## config.mk

```make
export PLATFORM = sky130hd
export DESIGN_NAME = inactivity_alarm_detector
export DESIGN_NICKNAME = d
export VERILOG_FILES = /design/src/iad_pkg.sv /design/src/iad_sqsum.sv /design/src/iad_isqrt.sv /design/src/inactivity_alarm_detector.sv
export SDC_FILE = /design/constraint.sdc
export NUM_CORES = 1
export LEC_CHECK = 0
export ABC_AREA = 1
export ABC_CLOCK_PERIOD_IN_PS = 15400
export BUFFER_PORTS_ARGS = -buffer_cell sky130_fd_sc_hd__buf_2
export CAP_MARGIN = 10
export CORE_MARGIN = 5
export CORE_UTILIZATION = 55
export DETAILED_ROUTE_END_ITERATION = 6
export PLACE_DENSITY = 0.73
export SLEW_MARGIN = 20
export SYNTH_ARGS = -nofsm -noshare
export SYNTH_HDL_FRONTEND = slang
export SYNTH_HIERARCHICAL = 1
export SYNTH_SLANG_ARGS = --single-unit
```

## constraint.sdc

```tcl
create_clock -name clk -period 15.4 [get_ports clk]
set_input_delay 1.54 -clock clk [delete_from_list [all_inputs] [get_ports clk]]
set_output_delay 1.54 -clock clk [all_outputs]
set_load 0.05 [all_outputs]
```

## src/iad_pkg.sv

```systemverilog
// Shared types and constants for the inactivity alarm detector.
// Used by every module in src; depends on nothing else.
package iad_pkg;

	// Configuration port geometry and register indexes.
	localparam int CFG_IDX_W  = 2;
	localparam int CFG_DATA_W = 32;

	localparam logic [CFG_IDX_W-1:0] REG_THRESHOLD = 2'd0;
	localparam logic [CFG_IDX_W-1:0] REG_TIMEOUT   = 2'd1;

	// Reset values of the configuration registers.
	localparam logic [15:0] THRESHOLD_RESET = 16'd2458;
	localparam logic [31:0] TIMEOUT_RESET   = 32'd30000;

	// Square root iteration: one result bit per step, 16 steps.
	localparam int          ROOT_STEPS = 16;
	localparam logic [31:0] ROOT_BIT0  = 32'h4000_0000;

	// Sequencer states.
	typedef enum logic [2:0] {
		ST_IDLE,
		ST_SQUARE,
		ST_ROOT,
		ST_MOVE,
		ST_ALARM
	} state_t;

endpackage

```

## src/iad_sqsum.sv

```systemverilog
// Sum of squares of three signed axis samples using one shared multiplier.
// Depends on iad_pkg.
module iad_sqsum (
	input  logic        clk,
	input  logic        arst_n,
	input  logic        start,
	input  logic [15:0] axis_x,
	input  logic [15:0] axis_y,
	input  logic [15:0] axis_z,
	output logic        done,
	output logic [31:0] sum
);
	import iad_pkg::*;

	logic [16:0] op0_q, op1_q, op2_q;
	logic [31:0] acc_q;
	logic [1:0]  cnt_q;
	logic        busy_q;
	logic        done_q;
	logic [33:0] prod;

	// Absolute value of a 16-bit two's complement sample, 17 bits wide.
	function automatic logic [16:0] abs17(input logic [15:0] v);
		logic [16:0] ext;
		ext = {v[15], v};
		return v[15] ? (17'd0 - ext) : ext;
	endfunction

	// The shared multiplier always squares the head of the operand queue.
	assign prod = op0_q * op0_q;

	// Control: three accumulate steps, then a one-cycle done pulse.
	always_ff @(posedge clk or negedge arst_n) begin
		if (!arst_n) begin
			busy_q <= 1'b0;
			done_q <= 1'b0;
			cnt_q  <= 2'd0;
		end else begin
			done_q <= 1'b0;
			if (start) begin
				busy_q <= 1'b1;
				cnt_q  <= 2'd0;
			end else if (busy_q) begin
				cnt_q <= cnt_q + 2'd1;
				if (cnt_q == 2'd2) begin
					busy_q <= 1'b0;
					done_q <= 1'b1;
				end
			end
		end
	end

	// Datapath: load the operands, then shift them through the multiplier.
	always_ff @(posedge clk) begin
		if (start) begin
			op0_q <= abs17(axis_x);
			op1_q <= abs17(axis_y);
			op2_q <= abs17(axis_z);
			acc_q <= 32'd0;
		end else if (busy_q) begin
			acc_q <= acc_q + prod[31:0];
			op0_q <= op1_q;
			op1_q <= op2_q;
			op2_q <= 17'd0;
		end
	end

	assign done = done_q;
	assign sum  = acc_q;

endmodule

```

## src/iad_isqrt.sv

```systemverilog
// Iterative floor square root of a 32-bit value, one result bit per cycle.
// Depends on iad_pkg.
module iad_isqrt (
	input  logic        clk,
	input  logic        arst_n,
	input  logic        start,
	input  logic [31:0] radicand,
	output logic        done,
	output logic [15:0] root
);
	import iad_pkg::*;

	logic [31:0] rem_q;
	logic [31:0] root_q;
	logic [31:0] bit_q;
	logic        busy_q;
	logic        done_q;
	logic [32:0] trial;
	logic        fits;

	// Shared add and compare: try root + bit against the remainder.
	assign trial = {1'b0, root_q} + {1'b0, bit_q};
	assign fits  = {1'b0, rem_q} >= trial;

	// Control: run until the lowest bit position has been processed.
	always_ff @(posedge clk or negedge arst_n) begin
		if (!arst_n) begin
			busy_q <= 1'b0;
			done_q <= 1'b0;
		end else begin
			done_q <= 1'b0;
			if (start) begin
				busy_q <= 1'b1;
			end else if (busy_q && bit_q[0]) begin
				busy_q <= 1'b0;
				done_q <= 1'b1;
			end
		end
	end

	// Datapath: one step of the digit-by-digit root per cycle.
	always_ff @(posedge clk) begin
		if (start) begin
			rem_q  <= radicand;
			root_q <= 32'd0;
			bit_q  <= ROOT_BIT0;
		end else if (busy_q) begin
			if (fits) begin
				rem_q  <= rem_q - trial[31:0];
				root_q <= (root_q >> 1) + bit_q;
			end else begin
				root_q <= root_q >> 1;
			end
			bit_q <= bit_q >> 2;
		end
	end

	assign done = done_q;
	assign root = root_q[15:0];

endmodule

```

## src/inactivity_alarm_detector.sv

```systemverilog
// Inactivity alarm detector: magnitude, movement check and alarm latch.
// An input transaction is squared axis by axis on the shared multiplier, then the
// 16 square root steps run, then the movement and alarm decisions are made.
// One item is in work at a time, so a new transaction waits for the last to finish.
// The output register lets the next item start while a result waits.
// Asynchronous active-low reset clears state; thresholds return to defaults.
module inactivity_alarm_detector (
	input  logic                          clk,
	input  logic                          arst_n,
	input  logic                          in_valid,
	output logic                          in_stall,
	input  logic [15:0]                   accel_x,
	input  logic [15:0]                   accel_y,
	input  logic [15:0]                   accel_z,
	input  logic [31:0]                   now_ms,
	output logic                          out_valid,
	input  logic                          out_stall,
	output logic [15:0]                   magnitude,
	output logic [15:0]                   change,
	output logic                          movement,
	output logic                          alarm_fire,
	output logic                          alarm_active,
	input  logic                          cfg_valid,
	output logic                          cfg_ready,
	input  logic [iad_pkg::CFG_IDX_W-1:0] cfg_index,
	input  logic [iad_pkg::CFG_DATA_W-1:0] cfg_data
);
	import iad_pkg::*;

	state_t      state_q, state_d;
	logic [15:0] thr_q;
	logic [31:0] tmo_q;
	logic [15:0] prev_mag_q;
	logic [31:0] last_move_q;
	logic        latch_q;
	logic [31:0] now_q;
	logic [15:0] mag_q;
	logic [15:0] change_q;
	logic        moved_q;
	logic        out_valid_q;
	logic [15:0] out_mag_q;
	logic [15:0] out_change_q;
	logic        out_moved_q;
	logic        out_fire_q;
	logic        out_active_q;

	logic        in_take;
	logic        sq_start, sq_done;
	logic [31:0] sq_sum;
	logic        rt_done;
	logic [15:0] rt_root;
	logic        out_free;
	logic        load_out;
	logic [15:0] diff;
	logic [31:0] elapsed;
	logic        fire;

	// Shared multiplier for the sum of squares.
	iad_sqsum u_sqsum (
		.clk    (clk),
		.arst_n (arst_n),
		.start  (sq_start),
		.axis_x (accel_x),
		.axis_y (accel_y),
		.axis_z (accel_z),
		.done   (sq_done),
		.sum    (sq_sum)
	);

	// Iterative square root.
	iad_isqrt u_isqrt (
		.clk      (clk),
		.arst_n   (arst_n),
		.start    (sq_done),
		.radicand (sq_sum),
		.done     (rt_done),
		.root     (rt_root)
	);

	assign in_take  = in_valid && !in_stall;
	assign out_free = !out_valid_q || !out_stall;

	// Next state of the sequencer.
	always_comb begin
		state_d = state_q;
		unique case (state_q)
			ST_IDLE:   if (in_take) state_d = ST_SQUARE;
			ST_SQUARE: if (sq_done) state_d = ST_ROOT;
			ST_ROOT:   if (rt_done) state_d = ST_MOVE;
			ST_MOVE:   state_d = ST_ALARM;
			ST_ALARM:  if (out_free) state_d = ST_IDLE;
			default:   state_d = ST_IDLE;
		endcase
	end

	// Sequencer outputs.
	always_comb begin
		in_stall = 1'b1;
		sq_start = 1'b0;
		load_out = 1'b0;
		unique case (state_q)
			ST_IDLE: begin
				in_stall = 1'b0;
				sq_start = in_valid;
			end
			ST_ALARM: load_out = out_free;
			default: ;
		endcase
	end

	always_ff @(posedge clk or negedge arst_n) begin
		if (!arst_n) begin
			state_q <= ST_IDLE;
		end else begin
			state_q <= state_d;
		end
	end

	// Config registers; the user writes only while the block is idle, unchecked.
	assign cfg_ready = 1'b1;

	always_ff @(posedge clk or negedge arst_n) begin
		if (!arst_n) begin
			thr_q <= THRESHOLD_RESET;
			tmo_q <= TIMEOUT_RESET;
		end else if (cfg_valid && cfg_ready) begin
			unique case (cfg_index)
				REG_THRESHOLD: thr_q <= cfg_data[15:0];
				REG_TIMEOUT:   tmo_q <= cfg_data;
				default: ;
			endcase
		end
	end

	// Capture the timestamp of the accepted transaction.
	always_ff @(posedge clk) begin
		if (in_take) begin
			now_q <= now_ms;
		end
	end

	// Movement decision: change against the previous magnitude.
	assign diff = (rt_root >= prev_mag_q) ? (rt_root - prev_mag_q) : (prev_mag_q - rt_root);

	always_ff @(posedge clk) begin
		if (state_q == ST_MOVE) begin
			mag_q    <= rt_root;
			change_q <= diff;
			moved_q  <= diff > thr_q;
		end
	end

	// Alarm decision uses the movement time already updated in this item.
	assign elapsed = now_q - last_move_q;
	assign fire    = !latch_q && (elapsed > tmo_q);

	// Detector state.
	always_ff @(posedge clk or negedge arst_n) begin
		if (!arst_n) begin
			prev_mag_q  <= 16'd0;
			last_move_q <= 32'd0;
			latch_q     <= 1'b0;
		end else if (state_q == ST_MOVE) begin
			prev_mag_q <= rt_root;
			if (diff > thr_q) begin
				last_move_q <= now_q;
				latch_q     <= 1'b0;
			end
		end else if (load_out && fire) begin
			latch_q <= 1'b1;
		end
	end

	// Output register: holds the result until its transaction completes.
	always_ff @(posedge clk or negedge arst_n) begin
		if (!arst_n) begin
			out_valid_q <= 1'b0;
		end else if (load_out) begin
			out_valid_q <= 1'b1;
		end else if (!out_stall) begin
			out_valid_q <= 1'b0;
		end
	end

	always_ff @(posedge clk) begin
		if (load_out) begin
			out_mag_q    <= mag_q;
			out_change_q <= change_q;
			out_moved_q  <= moved_q;
			out_fire_q   <= fire;
			out_active_q <= latch_q || fire;
		end
	end

	assign out_valid    = out_valid_q;
	assign magnitude    = out_mag_q;
	assign change       = out_change_q;
	assign movement     = out_moved_q;
	assign alarm_fire   = out_fire_q;
	assign alarm_active = out_active_q;

endmodule

```

==> impl_metrics.env <==
export IMPL_gr_total_overflow=0
export IMPL_grt_max_degree=98
export IMPL_port_buffers=155
export IMPL_vias=29178
export IMPL_cts_root_buf="clkbuf_16"
export IMPL_post_route_drc_count=0
export IMPL_startpoint_type="register"
export IMPL_track_usage=0.262
export IMPL_core_area_um2=61700
export IMPL_min_period_ns=6.00
export IMPL_die_h_um=260
export IMPL_worstMarginPinSlew_ns=1.05
export IMPL_cts_hold_buf=0
export IMPL_finalNetCount=5259
export IMPL_wl_per_cell_um=16.0
export IMPL_vias_per_cell=5.30
export IMPL_setup_viol=0
export IMPL_synthDistinctLibCells=68
export IMPL_tritoncts_num_buffers=44
export IMPL_worstHoldPathType="reg2reg"
export IMPL_final_hold_violation_count=0
export IMPL_whs_ns=0.417
export IMPL_cts_resized_gates=0
export IMPL_drt_iter0_markers=2228
export IMPL_fin_util=0.603
export IMPL_outcome="finished clean"
export IMPL_syn2layout_area_growth_pct=8.37
export IMPL_synth_top_area_share=0.160
export IMPL_yosys_warnings=6
export IMPL_post_cts_setup_buffers=0
export IMPL_syn_inst=4560
export IMPL_worstSkewPairLatency_ns=0.59
export IMPL_cts_clk_slew_worst_paths_ns=0.06
export IMPL_setup_worst_path_class="reg2reg"
export IMPL_antennaDiodeCount=0
export IMPL_floorplan_initialDensity=0.556
export IMPL_synth_edf_count=183
export IMPL_dr_max_layer_used="met4"
export IMPL_drive_above_1_share=0.0758
export IMPL_slew_violations=0
export IMPL_nFillCells=5760
export IMPL_met2WireLength_mm=42.0
export IMPL_synthArstFlopShare=0.289
export IMPL_rows=91
export IMPL_htreeDepth=2
export IMPL_max_cap_violations=0
export IMPL_clock_fmax_mhz=167
export IMPL_syn_nets=5186
export IMPL_fin_tns_setup_ns=0
export IMPL_wl_mm=88.1
export IMPL_cts_sinks=370
export IMPL_dr_wl_met3_mm=5.03
export IMPL_cp_required_ns=15.83
export IMPL_netlist_area_um2=34300
export IMPL_ys_ff_latch=370
export IMPL_io_pins=157
export IMPL_skew_ns=0.0365
export IMPL_postRouteAntennaNets=0
export IMPL_worstPathMaxFanout=18
export IMPL_place_congestion=0.922
export IMPL_route_layer_met1_wl_mm=38.8
export IMPL_cts_tree="built"
export IMPL_synth_largest_area_cell="edfxtp_1"
export IMPL_grt_pass1_vias=28801
export IMPL_ys_seq_area_frac=0.285
export IMPL_clockBufferDepth=3
export IMPL_arrival_ns=6.43
export IMPL_die_w_um=260
export IMPL_rsz0062_at_grt="false"
export IMPL_die_area_um2=67500
export IMPL_grt_pass1_wl_mm=145
export IMPL_firstDrtPassIters=6
export IMPL_avgSynthCellArea_um2=7.53
export IMPL_ys_flop_type="edfxtp_1"
export IMPL_crit_path_end_kind="register"
export IMPL_hpwl_mm=69.4
export IMPL_worst_slew_margin_rel=0.297
export IMPL_antenna_found_initial=0
export IMPL_fin_crit_sh=0.390
export IMPL_synthTopCellsByArea="edfxtp_1 (16%), fa_1 (13%), nand2_1 (13%)"
-- critical path, cell delays in order, from the launching register on --
cell      delay, ns
edfxtp_1       0.82
nand2_1        0.26
fa_1           0.59
inv_1          0.05
fa_1           0.50
fa_1           0.56
inv_1          0.06
fa_1           0.54
inv_1          0.06
fa_1           0.49
inv_1          0.05
fa_1           0.52
inv_1          0.04
ha_1           0.37
nand2_1        0.12
nor2_1         0.23
nand2_1        0.11
nor2_1         0.12
nand2_1        0.09
nand3_1        0.09
nand2_1        0.06
nand3_1        0.06
o21ai_1        0.06
-- layout by cell type, fill, tap and decap left out, types with 5 or more instances in the layout --
cell | synthesis | layout
a21boi_0 | 6 | 6
a21o_1 | 21 | 21
a21oi_1 | 240 | 240
a31oi_1 | 11 | 11
and2_1 | 6 | 6
buf_2 | 42 | 154
buf_4 | 22 | 15
bufinv_16 | 0 | 6
clkbuf_16 | 0 | 49
clkinv_2 | 0 | 9
dfrtp_1 | 94 | 93
dfstp_2 | 13 | 13
dfxtp_1 | 80 | 80
edfxtp_1 | 183 | 183
fa_1 | 227 | 227
ha_1 | 280 | 280
inv_1 | 874 | 874
inv_2 | 10 | 11
nand2_1 | 1208 | 1207
nand2_2 | 13 | 14
nand3_1 | 285 | 284
nand3_2 | 5 | 6
nand3b_1 | 18 | 18
nand4_1 | 37 | 37
nor2_1 | 296 | 294
nor2_2 | 14 | 14
nor2_4 | 4 | 6
nor3_1 | 36 | 35
nor3_2 | 7 | 8
nor4_1 | 8 | 8
o21ai_0 | 204 | 204
o21ai_1 | 23 | 23
o21bai_1 | 20 | 20
o22ai_1 | 5 | 5
o31ai_1 | 7 | 7
or2_2 | 16 | 16
xnor2_1 | 37 | 37
xor2_1 | 81 | 81
-- synthesized netlist by cell type, drive strengths merged (19+ instances only) --
master,n
nor2,315
inv,884
ha,280
xor2,81
buf,71
o21ai,228
a21o,21
nand2,1224
dfxtp,80
nand3,290
clkbuf,71
a21oi,243
fa,227
nand3b,19
nor3,45
o21bai,20
edfxtp,183
nand4,38
xnor2,37
dfrtp,94
-- through the flow --
stage / worst slack (ns) / area, um^2 / cells
after floorplan: 9.83 / 34300 / 4560
after global placement: 9.52 / 35600 / 5424
after detailed placement: 9.44 / 35600 / 5424
after CTS: 9.41 / 37200 / 5506
after global routing: 9.04 / 37200 / 5506
final: 9.40 / 37200 / 5506
-- routing by layer --
layer  GRT usage  up-vias
met1       0.361    13728
met4      0.0674        0
li1            -    14456
met2       0.445      849
met3      0.0292      145
met5           0        -
-- cell type report --
class	instances	area (um^2)	share of cell area
well taps	837	1050	0.0282
repair buffers	169	883	0.0238
multi-input cells	3161	20500	0.552
clock inverters	27	334	0.00898
clock buffers	55	1280	0.0344
flip-flops and latches	370	9790	0.263
inverters	887	3330	0.0895
-- sequential cells by signal, indices dropped and copies added, names as in the netlist, 2 cells and up --
name	cells
u_sqsum/sum	32
tmo_q	32
mag_q	16
u_sqsum/op1_q	17
change_q	16
u_isqrt/rem_q	32
prev_mag_q	16
u_sqsum/op2_q	17
now_q	32
change	16
u_sqsum/cnt_q	2
magnitude	16
last_move_q	32
u_sqsum/op0_q	17
u_isqrt/root_q	32
u_isqrt/bit_q	16
thr_q	16
state_q	3
-- worst paths after layout --
path | slack [ns] | cells past startpoint | start | endpoint
max | 9.40 | 22 | u_sqsum/op0_q[10] | u_sqsum/sum[27]
min | 0.42 | 0 | moved_q | movement
max reg2reg | 9.40 | 22 | u_sqsum/op0_q[10] | u_sqsum/sum[27]
min reg2reg | 0.42 | 0 | moved_q | movement
max in group asynchronous | 13.17 | 2 | arst_n | u_sqsum/done
min in group asynchronous | 1.06 | 1 | arst_n | last_move_q[20]
-- cells by family (layout without fill, tap and decap cells) --
logic type / count (synthesis) / after routing / share of synthesized area
AND/OR/NAND/NOR: 1966 / 1966 / 0.242
XOR/XNOR: 118 / 118 / 0.0301
other: 2 / 2 / 0.000219
AO/OA/AOI/OAI: 567 / 567 / 0.0903
flip-flops: 370 / 370 / 0.285
buffers and inverters: 1029 / 1138 / 0.117
adder cells (fa/ha/maj): 507 / 507 / 0.234
multiplexers: 1 / 1 / 0.000328
Power is not shown: default switching activity piles up to over one toggle a cycle in this logic, so the estimate is an artifact.
